===== src/hw/rtl/uxcal_pkg.sv =====
// uxcal_pkg: shared types, constants and the month-start table for the
// seconds-to-calendar pipeline; depends on nothing
package uxcal_pkg;

    // seconds per day split as DAY_ODD << DAY_LO_W
    localparam int DAY_LO_W = 7;
    localparam logic [9:0] DAY_ODD = 10'd675;

    // ceil(2^k / d) reciprocals; each k is large enough that the
    // truncated product equals the true quotient over the operand range
    localparam logic [25:0] RECIP_DAY  = 26'(((64'd1 << 35) + 64'd674)  / 64'd675);
    localparam logic [19:0] RECIP_1461 = 20'(((64'd1 << 30) + 64'd1460) / 64'd1461);
    localparam logic [17:0] RECIP_7    = 18'(((64'd1 << 20) + 64'd6)    / 64'd7);
    localparam logic [12:0] RECIP_153  = 13'(((64'd1 << 20) + 64'd152)  / 64'd153);
    localparam logic [18:0] RECIP_3600 = 19'(((64'd1 << 30) + 64'd3599) / 64'd3600);
    localparam logic [14:0] RECIP_60   = 15'(((64'd1 << 20) + 64'd59)   / 64'd60);
    localparam logic [21:0] RECIP_MS   = 22'(((64'd1 << 31) + 64'd999)  / 64'd1000);

    // first day count of the 400-year cycle that starts 2000-03-01
    localparam logic [14:0] CENT_DAY    = 15'd11017;
    // day count to shifted julian day, minus the century term
    localparam logic [15:0] A2_OFS_LO   = 16'd25509;
    localparam logic [15:0] A2_OFS_HI   = 16'd11016;
    localparam logic [10:0] YEAR_BASE_LO = 11'd1900;
    localparam logic [10:0] YEAR_BASE_HI = 11'd2000;
    // 1970-01-01 was a thursday
    localparam logic [14:0] WEEKDAY_EPOCH = 15'd4;
    localparam logic [9:0]  MS_MAX = 10'd999;
    localparam logic [3:0]  MONTHS_PER_YEAR = 4'd12;

    typedef struct packed {
        logic        valid;
        logic [14:0] days;
        logic [15:0] a2;
        logic        cent_hi;
        logic [16:0] rem;
        logic [9:0]  ms;
    } t_split;

    typedef struct packed {
        logic [10:0] year;
        logic [3:0]  month;
        logic [4:0]  day;
        logic [2:0]  weekday;
    } t_date;

    typedef struct packed {
        logic       valid;
        logic [4:0] hour;
        logic [5:0] minute;
        logic [5:0] second;
        logic [9:0] ms;
    } t_tod;

    // (153 * m - 457) / 5 for march-based months 3..14
    function automatic logic [8:0] month_start(input logic [3:0] m);
        logic [8:0] v;
        unique case (m)
            4'd3:    v = 9'd0;
            4'd4:    v = 9'd31;
            4'd5:    v = 9'd61;
            4'd6:    v = 9'd92;
            4'd7:    v = 9'd122;
            4'd8:    v = 9'd153;
            4'd9:    v = 9'd184;
            4'd10:   v = 9'd214;
            4'd11:   v = 9'd245;
            4'd12:   v = 9'd275;
            4'd13:   v = 9'd306;
            4'd14:   v = 9'd337;
            default: v = 9'd0;
        endcase
        return v;
    endfunction

endpackage


===== src/hw/rtl/unix_seconds_to_calendar.sv =====
// unix_seconds_to_calendar: top level, local-offset register and the
// seven-stage conversion pipeline; depends on uxcal_pkg, uxcal_split,
// uxcal_date and uxcal_tod
//
//   channel   handshake                  payload
//   -------   -------------------------  -----------------------------------
//   input     start / busy               i_utc_seconds, i_micro_seconds
//   config    i_cfg_valid / o_cfg_ready  i_cfg_local_offset_sec
//   result    o_strobe (one cycle)       o_year .. o_milli_seconds
//
// an item enters on every cycle that start is high; busy stays low since
// each stage passes its item on in the next cycle
// the result passes seven registered stages: offset add and clamp, the day
// split multiply, the remainder, then for date and time of day a reciprocal
// multiply, a remainder, a second multiply and a fold-back or remainder stage
// the receiver cannot hold results off, so there is no stall path
// synchronous active-low reset clears the valid chain and the offset
module unix_seconds_to_calendar
    import uxcal_pkg::*;
(
    input  logic               i_clk,
    input  logic               i_rst_n,
    // input items
    input  logic               start,
    output logic               busy,
    input  logic [30:0]        i_utc_seconds,
    input  logic [19:0]        i_micro_seconds,
    // configuration write
    input  logic               i_cfg_valid,
    output logic               o_cfg_ready,
    input  logic signed [16:0] i_cfg_local_offset_sec,
    // result items
    output logic               o_strobe,
    output logic [10:0]        o_year,
    output logic [3:0]         o_month,
    output logic [4:0]         o_day_of_month,
    output logic [2:0]         o_weekday,
    output logic [4:0]         o_hour,
    output logic [5:0]         o_minute,
    output logic [5:0]         o_second,
    output logic [9:0]         o_milli_seconds
);

    // local-time offset, two's complement seconds
    logic [16:0] r_offset;
    logic [16:0] n_offset;

    t_split w_split;
    t_date  w_date;
    t_tod   w_tod;

    // the pipeline never stalls, and config writes are always taken
    assign busy        = 1'b0;
    assign o_cfg_ready = 1'b1;

    assign n_offset = (i_cfg_valid && o_cfg_ready) ? i_cfg_local_offset_sec : r_offset;

    always_ff @(posedge i_clk) begin
        if (!i_rst_n) begin
            r_offset <= '0;
        end else begin
            r_offset <= n_offset;
        end
    end

    // stages 1-3: clamp, days / seconds of day, milliseconds
    uxcal_split u_split (
        .i_clk           (i_clk),
        .i_rst_n         (i_rst_n),
        .i_valid         (start && !busy),
        .i_utc_seconds   (i_utc_seconds),
        .i_micro_seconds (i_micro_seconds),
        .i_offset        (r_offset),
        .o_split         (w_split)
    );

    // stages 4-7: calendar date; weekday from the day count, which matches
    // the month-table formula for every date in range
    uxcal_date u_date (
        .i_clk   (i_clk),
        .i_split (w_split),
        .o_date  (w_date)
    );

    // stages 4-7: time of day, carries the item valid
    uxcal_tod u_tod (
        .i_clk   (i_clk),
        .i_rst_n (i_rst_n),
        .i_split (w_split),
        .o_tod   (w_tod)
    );

    assign o_strobe        = w_tod.valid;
    assign o_year          = w_date.year;
    assign o_month         = w_date.month;
    assign o_day_of_month  = w_date.day;
    assign o_weekday       = w_date.weekday;
    assign o_hour          = w_tod.hour;
    assign o_minute        = w_tod.minute;
    assign o_second        = w_tod.second;
    assign o_milli_seconds = w_tod.ms;

`ifndef SYNTHESIS
    // every accepted item comes out as a result strobe
    a_latency_fwd: assert property (@(posedge i_clk) disable iff (!i_rst_n)
        (start && !busy) |-> ##7 o_strobe)
        else $error("accepted item did not come out after seven cycles");

    // no result strobe without a matching accepted item
    a_latency_back: assert property (@(posedge i_clk) disable iff (!i_rst_n)
        o_strobe |-> $past(start && !busy, 7))
        else $error("result strobe without a matching accepted item");

    // the clamped range keeps every field inside its calendar bounds
    a_ranges: assert property (@(posedge i_clk) disable iff (!i_rst_n)
        o_strobe |-> (o_year >= 11'd1970 && o_year <= 11'd2038 &&
                      o_month >= 4'd1 && o_month <= 4'd12 &&
                      o_day_of_month != 5'd0 && o_weekday != 3'd7 &&
                      o_hour <= 5'd23 && o_minute <= 6'd59 &&
                      o_second <= 6'd59 && o_milli_seconds <= 10'd999))
        else $error("result field outside its calendar range");
`endif

endmodule


===== src/hw/rtl/uxcal_split.sv =====
// uxcal_split: stages 1-3, offset add and clamp, split into days and
// seconds of day, millisecond quotient; depends on uxcal_pkg
module uxcal_split
    import uxcal_pkg::*;
(
    input  logic        i_clk,
    input  logic        i_rst_n,
    input  logic        i_valid,
    input  logic [30:0] i_utc_seconds,
    input  logic [19:0] i_micro_seconds,
    input  logic [16:0] i_offset,
    output t_split      o_split
);

    logic        r_s1_valid, r_s2_valid, r_s3_valid;
    logic [30:0] r_s1_local;
    logic [19:0] r_s1_usec;
    logic [49:0] r_s2_prod_day;
    logic [23:0] r_s2_hi;
    logic [6:0]  r_s2_lo;
    logic [41:0] r_s2_prod_ms;
    logic [14:0] r_s3_days;
    logic [15:0] r_s3_a2;
    logic        r_s3_cent_hi;
    logic [16:0] r_s3_rem;
    logic [9:0]  r_s3_ms;

    logic [32:0] w_sum;
    logic [30:0] n_local;
    logic [14:0] n_days;
    logic [23:0] w_hi_rem;
    logic        n_cent_hi;
    logic [15:0] n_a2;
    logic [10:0] w_ms_q;
    logic [9:0]  n_ms;

    // stage 1: local = utc + offset, clamped to [0, 2^31-1]
    assign w_sum = {2'b00, i_utc_seconds} + {{16{i_offset[16]}}, i_offset};

    always_comb begin
        priority if (w_sum[32]) begin
            n_local = '0;
        end else if (w_sum[31]) begin
            n_local = '1;
        end else begin
            n_local = w_sum[30:0];
        end
    end

    // stage 3: quotient, remainder, julian-day prep
    assign n_days   = r_s2_prod_day[49:35];
    assign w_hi_rem = r_s2_hi - 24'(n_days) * 24'(DAY_ODD);
    assign n_cent_hi = (n_days >= CENT_DAY);
    assign n_a2     = n_cent_hi ? (16'(n_days) - A2_OFS_HI) : (16'(n_days) + A2_OFS_LO);
    assign w_ms_q   = r_s2_prod_ms[41:31];
    assign n_ms     = (w_ms_q > 11'(MS_MAX)) ? MS_MAX : w_ms_q[9:0];

    always_ff @(posedge i_clk) begin
        if (!i_rst_n) begin
            r_s1_valid <= 1'b0;
            r_s2_valid <= 1'b0;
            r_s3_valid <= 1'b0;
        end else begin
            r_s1_valid <= i_valid;
            r_s2_valid <= r_s1_valid;
            r_s3_valid <= r_s2_valid;
        end
    end

    always_ff @(posedge i_clk) begin
        r_s1_local    <= n_local;
        r_s1_usec     <= i_micro_seconds;
        r_s2_prod_day <= 50'(r_s1_local[30:DAY_LO_W]) * 50'(RECIP_DAY);
        r_s2_hi       <= r_s1_local[30:DAY_LO_W];
        r_s2_lo       <= r_s1_local[DAY_LO_W-1:0];
        r_s2_prod_ms  <= 42'(r_s1_usec) * 42'(RECIP_MS);
        r_s3_days     <= n_days;
        r_s3_a2       <= n_a2;
        r_s3_cent_hi  <= n_cent_hi;
        r_s3_rem      <= {w_hi_rem[9:0], r_s2_lo};
        r_s3_ms       <= n_ms;
    end

    assign o_split = '{valid:   r_s3_valid,
                       days:    r_s3_days,
                       a2:      r_s3_a2,
                       cent_hi: r_s3_cent_hi,
                       rem:     r_s3_rem,
                       ms:      r_s3_ms};

endmodule


===== src/hw/rtl/uxcal_date.sv =====
// uxcal_date: stages 4-7, julian day to year, month, day and weekday;
// depends on uxcal_pkg
module uxcal_date
    import uxcal_pkg::*;
(
    input  logic   i_clk,
    input  t_split i_split,
    output t_date  o_date
);

    logic [37:0] r_s4_py;
    logic [32:0] r_s4_pw;
    logic [15:0] r_s4_a2;
    logic        r_s4_cent_hi;
    logic [14:0] r_s4_wx;
    logic [6:0]  r_s5_y, r_s6_y;
    logic [8:0]  r_s5_a3, r_s6_a3;
    logic        r_s5_cent_hi, r_s6_cent_hi;
    logic [2:0]  r_s5_wd, r_s6_wd;
    logic [23:0] r_s6_pm;
    t_date       r_s7_date;

    logic [17:0] w_num_y;
    logic [14:0] w_wx;
    logic [6:0]  n_y;
    logic [15:0] w_a3;
    logic [11:0] w_q7;
    logic [14:0] w_wd;
    logic [10:0] w_num_m;
    logic [3:0]  w_m;
    logic        w_wrap;
    logic [8:0]  w_day;
    t_date       n_date;

    // stage 4: (4a - 1) / 1461 and weekday quotient products
    assign w_num_y = {i_split.a2, 2'b00} - 18'd1;
    assign w_wx    = i_split.days + WEEKDAY_EPOCH;

    // stage 5: year of the cycle, day of the march-based year, weekday
    assign n_y  = r_s4_py[36:30];
    assign w_a3 = r_s4_a2 - 16'((18'(n_y) * 18'd1461) >> 2);
    assign w_q7 = r_s4_pw[31:20];
    assign w_wd = r_s4_wx - 15'(w_q7) * 15'd7;

    // stage 6: (5a - 3) / 153 product
    assign w_num_m = 11'(r_s5_a3) * 11'd5 - 11'd3;

    // stage 7: month, day and year fold-back
    assign w_m    = r_s6_pm[23:20] + 4'd3;
    assign w_wrap = (w_m > MONTHS_PER_YEAR);
    assign w_day  = r_s6_a3 - month_start(w_m);

    always_comb begin
        n_date.month   = w_wrap ? (w_m - MONTHS_PER_YEAR) : w_m;
        n_date.year    = (r_s6_cent_hi ? YEAR_BASE_HI : YEAR_BASE_LO)
                         + 11'(r_s6_y) + 11'(w_wrap);
        n_date.day     = w_day[4:0];
        n_date.weekday = r_s6_wd;
    end

    always_ff @(posedge i_clk) begin
        r_s4_py      <= 38'(w_num_y) * 38'(RECIP_1461);
        r_s4_pw      <= 33'(w_wx) * 33'(RECIP_7);
        r_s4_a2      <= i_split.a2;
        r_s4_cent_hi <= i_split.cent_hi;
        r_s4_wx      <= w_wx;
        r_s5_y       <= n_y;
        r_s5_a3      <= w_a3[8:0];
        r_s5_cent_hi <= r_s4_cent_hi;
        r_s5_wd      <= w_wd[2:0];
        r_s6_pm      <= 24'(w_num_m) * 24'(RECIP_153);
        r_s6_y       <= r_s5_y;
        r_s6_a3      <= r_s5_a3;
        r_s6_cent_hi <= r_s5_cent_hi;
        r_s6_wd      <= r_s5_wd;
        r_s7_date    <= n_date;
    end

    assign o_date = r_s7_date;

endmodule


===== src/hw/rtl/uxcal_tod.sv =====
// uxcal_tod: stages 4-7, seconds of day to hour, minute, second, with the
// item valid chain and milliseconds riding along; depends on uxcal_pkg
module uxcal_tod
    import uxcal_pkg::*;
(
    input  logic   i_clk,
    input  logic   i_rst_n,
    input  t_split i_split,
    output t_tod   o_tod
);

    logic        r_s4_valid, r_s5_valid, r_s6_valid, r_s7_valid;
    logic [35:0] r_s4_ph;
    logic [16:0] r_s4_rem;
    logic [9:0]  r_s4_ms, r_s5_ms, r_s6_ms, r_s7_ms;
    logic [4:0]  r_s5_hour, r_s6_hour, r_s7_hour;
    logic [11:0] r_s5_r2, r_s6_r2;
    logic [26:0] r_s6_pmin;
    logic [5:0]  r_s7_minute, r_s7_second;

    logic [4:0]  n_hour;
    logic [16:0] w_r2;
    logic [5:0]  n_minute;
    logic [11:0] w_sec;

    assign n_hour   = r_s4_ph[34:30];
    assign w_r2     = r_s4_rem - 17'(n_hour) * 17'd3600;
    assign n_minute = r_s6_pmin[25:20];
    assign w_sec    = r_s6_r2 - 12'(n_minute) * 12'd60;

    always_ff @(posedge i_clk) begin
        if (!i_rst_n) begin
            r_s4_valid <= 1'b0;
            r_s5_valid <= 1'b0;
            r_s6_valid <= 1'b0;
            r_s7_valid <= 1'b0;
        end else begin
            r_s4_valid <= i_split.valid;
            r_s5_valid <= r_s4_valid;
            r_s6_valid <= r_s5_valid;
            r_s7_valid <= r_s6_valid;
        end
    end

    always_ff @(posedge i_clk) begin
        r_s4_ph     <= 36'(i_split.rem) * 36'(RECIP_3600);
        r_s4_rem    <= i_split.rem;
        r_s4_ms     <= i_split.ms;
        r_s5_hour   <= n_hour;
        r_s5_r2     <= w_r2[11:0];
        r_s5_ms     <= r_s4_ms;
        r_s6_pmin   <= 27'(r_s5_r2) * 27'(RECIP_60);
        r_s6_r2     <= r_s5_r2;
        r_s6_hour   <= r_s5_hour;
        r_s6_ms     <= r_s5_ms;
        r_s7_hour   <= r_s6_hour;
        r_s7_minute <= n_minute;
        r_s7_second <= w_sec[5:0];
        r_s7_ms     <= r_s6_ms;
    end

    assign o_tod = '{valid:  r_s7_valid,
                     hour:   r_s7_hour,
                     minute: r_s7_minute,
                     second: r_s7_second,
                     ms:     r_s7_ms};

endmodule

===== config.mk =====
export PLATFORM = sky130hd
export DESIGN_NAME = unix_seconds_to_calendar
export DESIGN_NICKNAME = d
export VERILOG_FILES = /design/src/hw/rtl/uxcal_pkg.sv /design/src/hw/rtl/unix_seconds_to_calendar.sv /design/src/hw/rtl/uxcal_split.sv /design/src/hw/rtl/uxcal_date.sv /design/src/hw/rtl/uxcal_tod.sv
export SDC_FILE = /design/constraint.sdc
export NUM_CORES = 2
export LEC_CHECK = 0
export ABC_AREA = 1
export BUFFER_PORTS_ARGS = -buffer_cell sky130_fd_sc_hd__buf_2
export CAP_MARGIN = 20
export CORE_UTILIZATION = 59
export CTS_CLUSTER_SIZE = 40
export DETAILED_ROUTE_END_ITERATION = 8
export PLACE_DENSITY = 0.76
export SETUP_SLACK_MARGIN = 0.5
export SLEW_MARGIN = 20
export SYNTH_ARGS = -nofsm -noshare
export SYNTH_HDL_FRONTEND = slang
export SYNTH_SLANG_ARGS = --single-unit

===== constraint.sdc =====
create_clock -name i_clk -period 6.9 [get_ports i_clk]
set_input_delay 2.07 -clock i_clk [delete_from_list [all_inputs] [get_ports i_clk]]
set_output_delay 2.07 -clock i_clk [all_outputs]
set_load 0.02 [all_outputs]

After elaboration in Yosys (flattened, before gate mapping):

Memory sizes are Yosys's and may differ from the RTL's.
Cells that the tools add are included.

* bits in registers: 562
* bits in read-only memories: 144
* input bits: 72
* output and inout port bits: 53
* word-level logic and storage cells: 88
* memories kept: 1

* $add $sub $neg: 16
* multipliers: 13
* order comparisons: 3
* muxes and demuxes: 4

Memories
* (no name shown): words 16, bits a word 9, read ports 1, clocked after memory_dff 0, wr ports 0, RTL line uxcal_pkg.sv:58 `unique case (m)`

Operator list (number)
* 24-bit by 26-bit multiplier with 50-bit output, second input constant: 1
* 20-bit by 20-bit multiplier with 40-bit output, second input constant: 1
* 18-bit by 20-bit multiplier with 37-bit output, second input constant: 1
* 17-bit by 18-bit multiplier with 34-bit output, second input constant: 1
* 32-bit by 17-bit adder with 33-bit output: 1
* 15-bit by 18-bit multiplier with 32-bit output, second input constant: 1
* 31-bit 2-to-1 mux: 1
* 12-bit by 15-bit multiplier with 26-bit output, second input constant: 1
* 11-bit by 12-bit multiplier with 23-bit output, second input constant: 1
* 18-bit by 1-bit subtractor with 18-bit output, second input constant: 1
* 15-bit by 15-bit adder with 16-bit output, second input constant: 1
* 16-bit 2-to-1 mux: 1
* 15-bit by 14-bit subtractor with 16-bit output, second input constant: 1
* 15-bit by 3-bit adder with 15-bit output, second input constant: 1
* 15-bit by 14-bit greater-or-equal comparator with 1-bit output, second input constant: 1
* 15-bit by 10-bit multiplier with 10-bit output, second input constant: 1
* 12-bit by 3-bit multiplier with 3-bit output, second input constant: 1
* 12-bit subtractor: 1
* 11-bit by 1-bit adder with 11-bit output: 1
* 11-bit by 7-bit adder with 11-bit output: 1
* 11-bit by 10-bit > comparator with 1-bit output, second input constant: 1
* 7-bit by 11-bit multiplier with 11-bit output, second input constant: 1
* 9-bit by 3-bit multiplier with 11-bit output, second input constant: 1
* 11-bit by 2-bit subtractor with 11-bit output, second input constant: 1
* 12 further kinds: 12

Logic depth before layout (Yosys ltp):

* depth in word-level cells: 3
* mapped depth: 32
* mapped depth without buffers: 31

Modules after synthesis:

Synthesis repeated with hierarchy kept, for this count alone.

* cell total of the unflattened synthesis: 6217
* area, all modules: 50333.3 µm²

By module, submodules not included
* uxcal_split: instances 1, cells an instance 3176, area an instance 24526.0 µm², sequential area each 3123.0 µm²
* uxcal_date: instances 1, cells an instance 1889, area an instance 15616.2 µm², sequential area each 1721.7 µm²
* uxcal_tod: instances 1, cells an instance 1040, area an instance 9441.6 µm², sequential area each 2242.2 µm²
* unix_seconds_to_calendar: instances 1, cells an instance 112, area an instance 749.5 µm², sequential area each 340.3 µm²

Worst setup path after synthesis:

Ideal clock, no wire load.

* path kind: register -> register
* start: register u_split.r_s3_a2[0]
* end: register u_date.r_s4_py[36]
* setup time: 0.112 ns
* arrival time: 5.813 ns
* data required time: 6.788 ns
* slack: 0.975 ns
* stages on the path, launching flop included: 31
* path buffers: 1
* clock period less this slack: 5.925 ns
* cell sequence: dfxtp_1 > buf_4 > inv_2 > ha_1 > inv_1 > nor2_1 > nand2_1 > inv_1 > nand3_1 > xor2_1 > inv_1 > ha_1 > inv_1 > fa_1 > inv_1 > fa_1 > inv_1 > fa_1 > inv_1 > fa_1 > inv_1 > fa_1 > inv_1 > ha_1 > nand2_1 > nor2_1 > nand2_1 > nor4_1 > a21oi_1 > nand2_1 > nand2_1

* word-level cells in the longest chain between the ends: 2

RTL lines
* start: declaration: RTL line uxcal_split.sv:23 `logic [15:0] r_s3_a2;`
* start signal: assignment: RTL line uxcal_split.sv:78 `r_s3_a2 <= n_a2;`
* 18-bit by 1-bit subtractor with 18-bit output: RTL line uxcal_date.sv:36 `assign w_num_y = {i_split.a2, 2'b00} - 18'd1;`
* 18-bit by 20-bit multiplier with 37-bit output: RTL line uxcal_date.sv:62 `r_s4_py <= 38'(w_num_y) * 38'(RECIP_1461);`
* end signal: assignment: RTL line uxcal_date.sv:62
* end: declaration: RTL line uxcal_date.sv:11 `logic [37:0] r_s4_py;`

Every way passes these cells.
A chain may end at the register's enable or synchronous reset.

Worst setup path in the final report:

* start: register u_split.r_s1_local[24]
* end: register u_split.r_s2_prod_day[41]

* word-level cells in the longest chain between the ends: 1

RTL lines
* start: declaration: RTL line uxcal_split.sv:16 `logic [30:0] r_s1_local;`
* start signal: assignment: RTL line uxcal_split.sv:71 `r_s1_local <= n_local;`
* 24-bit by 26-bit multiplier with 50-bit output: RTL line uxcal_split.sv:73 `r_s2_prod_day <= 50'(r_s1_local[30:DAY_LO_W]) * 50'(RECIP_DAY);`
* end signal: assignment: RTL line uxcal_split.sv:73
* end: declaration: RTL line uxcal_split.sv:18 `logic [49:0] r_s2_prod_day;`

Every way passes these cells.

==> flow_results.org <==
** Logic synthesis
- Library cell with the highest instance count after synthesis :: sky130_fd_sc_hd__inv_1
- Net count after synthesis :: 7560
- Fraction of registers with async set/reset :: 0
- Synthesis produced 5879 cells.
- Yosys Warn Count :: 0
- Distinct cell type count after synthesis :: 52
- FF+latch count, synth :: 371
- The largest total area in the synthesized netlist belongs to sky130_fd_sc_hd__ha_1.
- In this run, synthesis inferred 0 flip-flops with an integrated enable.
- The commonest cells after synthesis are sky130_fd_sc_hd__inv_1, sky130_fd_sc_hd__ha_1, sky130_fd_sc_hd__nand2_1, sky130_fd_sc_hd__fa_1, sky130_fd_sc_hd__dfxtp_1.
- After synthesis, the cell types taking the most area are sky130_fd_sc_hd__ha_1, sky130_fd_sc_hd__fa_1, sky130_fd_sc_hd__dfxtp_1, sky130_fd_sc_hd__inv_1, sky130_fd_sc_hd__nand2_1.
- Sequential fraction of the synthesis area :: 0.151
- Syn avg cell area :: 8.38 sq um
- Among all flip-flop cells after synthesis, the most frequent one is sky130_fd_sc_hd__dfxtp_1.
- After synthesis the cells add up to 0.0493 sq mm.
- Yosys top cell area share :: 0.268

** Global routing
- Global-route wire length before repair :: 193 mm
- Antenna violations before repair :: 2
- Maximum number of pins on one net before global-route repair :: 25
- Total GRT Usage :: 0.284
- Global-route congestion overflow total :: 0
- Number of global-route vias before repair :: 38700

** Worst setup path
- Register-to-register setup slack :: 0.87 ns
- The endpoint identified for the worst register-to-register timing path is u_split.r_s2_prod_day[41]$_DFF_P_.
- STA classifies the critical path startpoint as a flip-flop.
- Worst reg2reg path depth :: 19
- For this design, the slowest cell found on the critical path is sky130_fd_sc_hd__dfxtp_1.
- Type of destination of the critical path :: flip-flop
- Cell repeated most along the worst path :: sky130_fd_sc_hd__fa_1
- Of all nets on the critical path, the largest fanout is 9.
- Critical path data arrival time :: 6.51 ns
- Critical path startpoint :: u_split.r_s1_local[24]$_SDFF_PP0_
- Combined buffer and inverter count along the critical path :: 4
- The largest single stage delay on the critical path is 0.70 ns.
- The setup path with the least slack is of type reg2reg.
- The critical path goes through fa_1 -> ha_1 -> inv_1 -> fa_1 -> inv_1 -> fa_1 -> fa_1 -> fa_1 -> inv_1 -> fa_1 -> inv_1 -> ha_1 -> nand2_1 -> nor2_1 -> nand2_1 -> nor3_1 -> nand4_1 -> nand4_1 -> nand2_1.
- Last element of the critical path :: u_split.r_s2_prod_day[41]$_DFF_P_
- At the worst endpoint, the required time is 7.38 ns.
- Largest delay share family, worst path :: adder cells
- In this run the critical register-to-register path is launched from u_split.r_s1_local[24]$_SDFF_PP0_.
- The critical path runs through a total of 19 cells.

** Floorplanning
- The floorplan step set the die height to 291 um.
- The die covers 0.0846 sq mm.
- For this configuration, the core starts out at a cell density of 0.598.
- In this run the count of I/O pins placed on the die edge is 125.
- Die span in x :: 291 um
- In this run the core area contains 105 standard-cell rows.
- After floorplanning, the core was sized to cover 0.0824 sq mm.

** Placement
- The congestion estimate from routability-driven global placement came to 0.970.
- Port Buffers :: 122
- Detailed placement HPWL :: 102 mm
- Post-placement worst setup slack :: 0.459 ns

** CTS
- Clock tree synthesis found a total of 371 sinks.
- The clock reaches the later pin of the worst-skew pair after 0.60 ns.
- Clock tree from TritonCTS :: done
- The H-tree was split into 2 levels.
- Total CTS buffers :: 43
- The longest clock path from root to sink contains 3 buffers.
- Hold repair after CTS inserted 0 buffers.
- Clock slew at reported path FFs :: 0.06 ns
- The tree is rooted in a sky130_fd_sc_hd__clkbuf_16.

** Timing
- Measured against its own limit, the worst slew margin works out to 0.331.
- For the pin with the worst max-slew slack, the measured transition is 0.994 ns.
- Post-route minimum period :: 6.03 ns
- Setup slack on the critical path of the routed design comes to 0.874 ns.
- Of the available clock period, the critical path in the final layout requires 0.873.
- Setup repair after global routing left no endpoint under its margin.
- TNS Setup :: 0 ns
- Setup violations, final :: 0
- Max frequency :: 0.166 GHz
- The clock arrives with 0.0221 ns of skew.
- The final max-slew violation count was 0.
- Fin. Hold Viols :: 0

** Cells and area
- In the final layout, the multi-input gates occupy 0.0363 sq mm.
- Summing all flip-flop and latch instances after layout gives 0.00743 sq mm.
- Counting the fill cells in the layout gives 7050.
- Relative to the synthesized area, the layout overhead comes to 7.35%.
- Of the cells placed in the final design, the portion with a size suffix greater than 1 is 0.0625.
- 0 antenna diodes ended up in the layout.
- For this run, the post-layout net count is 7728.

** Routing
- After detailed routing, the average wire length per cell comes to 16.4 um.
- Before antenna repair, the detailed router went through 6 iterations.
- The routed design has 118 mm of wire.
- Using the TritonRoute via totals, the vias-per-cell ratio works out to 5.25.
- For this block, the initial DRC count from the detailed router was 1932.
- Antenna violation net count after detailed routing :: 0
- The final route contains 37500 vias.
- For this run, design rule violations remaining after detail routing come to 0.

** Hold path
- Class of the most critical hold timing path :: reg2reg
- Cell count of the worst hold path :: 0

** Run
- The tool flagged a number of max-cap violations equal to 0.

** Status
- The run finished with clean final reports.
-- logic make-up after synthesis --
family / share of synthesized area
compound gates: 0.0614
fa+ha+maj: 0.493
xor+xnor: 0.0311
simple gates: 0.149
flops: 0.151
other cells: 0.000152
buf+inv: 0.114
-- cell type report --
class | count | area share
multi-input combinational | 4030 | 0.687
inverter | 1464 | 0.104
sequential | 371 | 0.141
tap | 1070 | 0.0253
clock buffer | 51 | 0.0223
timing repair buffer | 137 | 0.0137
clock inverter | 27 | 0.00719
-- routing by layer --
metal	track usage	vias to the layer above	routed length (um)
li1	-	18700	-
met1	0.373	17700	52100
met2	0.488	951	55800
met3	0.0282	232	5540
met4	0.0967	0	4070
met5	0	-	0
-- cells in the final DEF (no fill, tap or decap), types with 18 or more instances in the layout --
master,n
sky130_fd_sc_hd__a21o_1,21
sky130_fd_sc_hd__a21oi_1,260
sky130_fd_sc_hd__buf_2,122
sky130_fd_sc_hd__clkbuf_16,45
sky130_fd_sc_hd__dfxtp_1,369
sky130_fd_sc_hd__fa_1,552
sky130_fd_sc_hd__ha_1,1052
sky130_fd_sc_hd__inv_1,1427
sky130_fd_sc_hd__inv_2,33
sky130_fd_sc_hd__nand2_1,963
sky130_fd_sc_hd__nand2_2,37
sky130_fd_sc_hd__nand3_1,166
sky130_fd_sc_hd__nand4_1,56
sky130_fd_sc_hd__nor2_1,326
sky130_fd_sc_hd__nor3_1,52
sky130_fd_sc_hd__nor4_1,18
sky130_fd_sc_hd__o21ai_0,152
sky130_fd_sc_hd__o21bai_1,32
sky130_fd_sc_hd__xnor2_1,65
sky130_fd_sc_hd__xor2_1,103
-- worst min path at each step --
stage / from / to / slack [ns]
global route: u_tod.r_s4_ms[0]$_DFF_P_ / u_tod.r_s5_ms[0]$_DFF_P_ / 0.33
floorplan: u_date.r_s6_wd[0]$_DFF_P_ / u_date.o_date[0]$_DFF_P_ / 0.31
CTS: u_date.r_s5_y[2]$_DFF_P_ / u_date.r_s6_y[2]$_DFF_P_ / 0.33
detailed placement: u_split.r_s2_lo[4]$_DFF_P_ / u_split.r_s3_rem[4]$_DFF_P_ / 0.31
global placement: u_tod.r_s5_ms[0]$_DFF_P_ / u_tod.r_s6_ms[0]$_DFF_P_ / 0.31
finish: u_split.r_s2_lo[5]$_DFF_P_ / u_split.r_s3_rem[5]$_DFF_P_ / 0.32
-- flip-flops by register name (all words and copies together), names as in the netlist, 11 cells and up --
register               count
u_tod.r_s5_r2             12
u_tod.r_s4_rem            12
u_date.o_date             23
u_split.r_s3_a2           16
u_split.r_s3_rem          17
u_split.r_s2_prod_ms      11
u_split.r_s2_prod_day     17
r_offset                  17
u_split.r_s3_days         15
u_split.r_s1_local        31
u_split.r_s1_usec         20
-- timing repair --
| item | 4_1_cts | 5_1_grt |
|---|---|---|
| pin swaps | 0 | 4 |
| endpoints found under the setup margin | 3 | 11 |
| buffers inserted | 0 | 3 |
| gates resized for setup | 2 | 29 |
| cloned | 0 | 0 |
-- per-stage QoR --
stage	util	std cells	cell area (sq um)	hold slack [ns]
floorplan	-	5879	49300	0.310
global placement	0.621	7069	51200	0.310
detailed placement	0.621	7069	51200	0.312
CTS	0.640	7147	52700	0.326
global route	0.642	7150	52900	0.329
finish	0.642	7150	52900	0.325
Power is left out: the tool's default activity adds up to more than one toggle a clock period on the data nets, which glitch-free logic cannot reach.
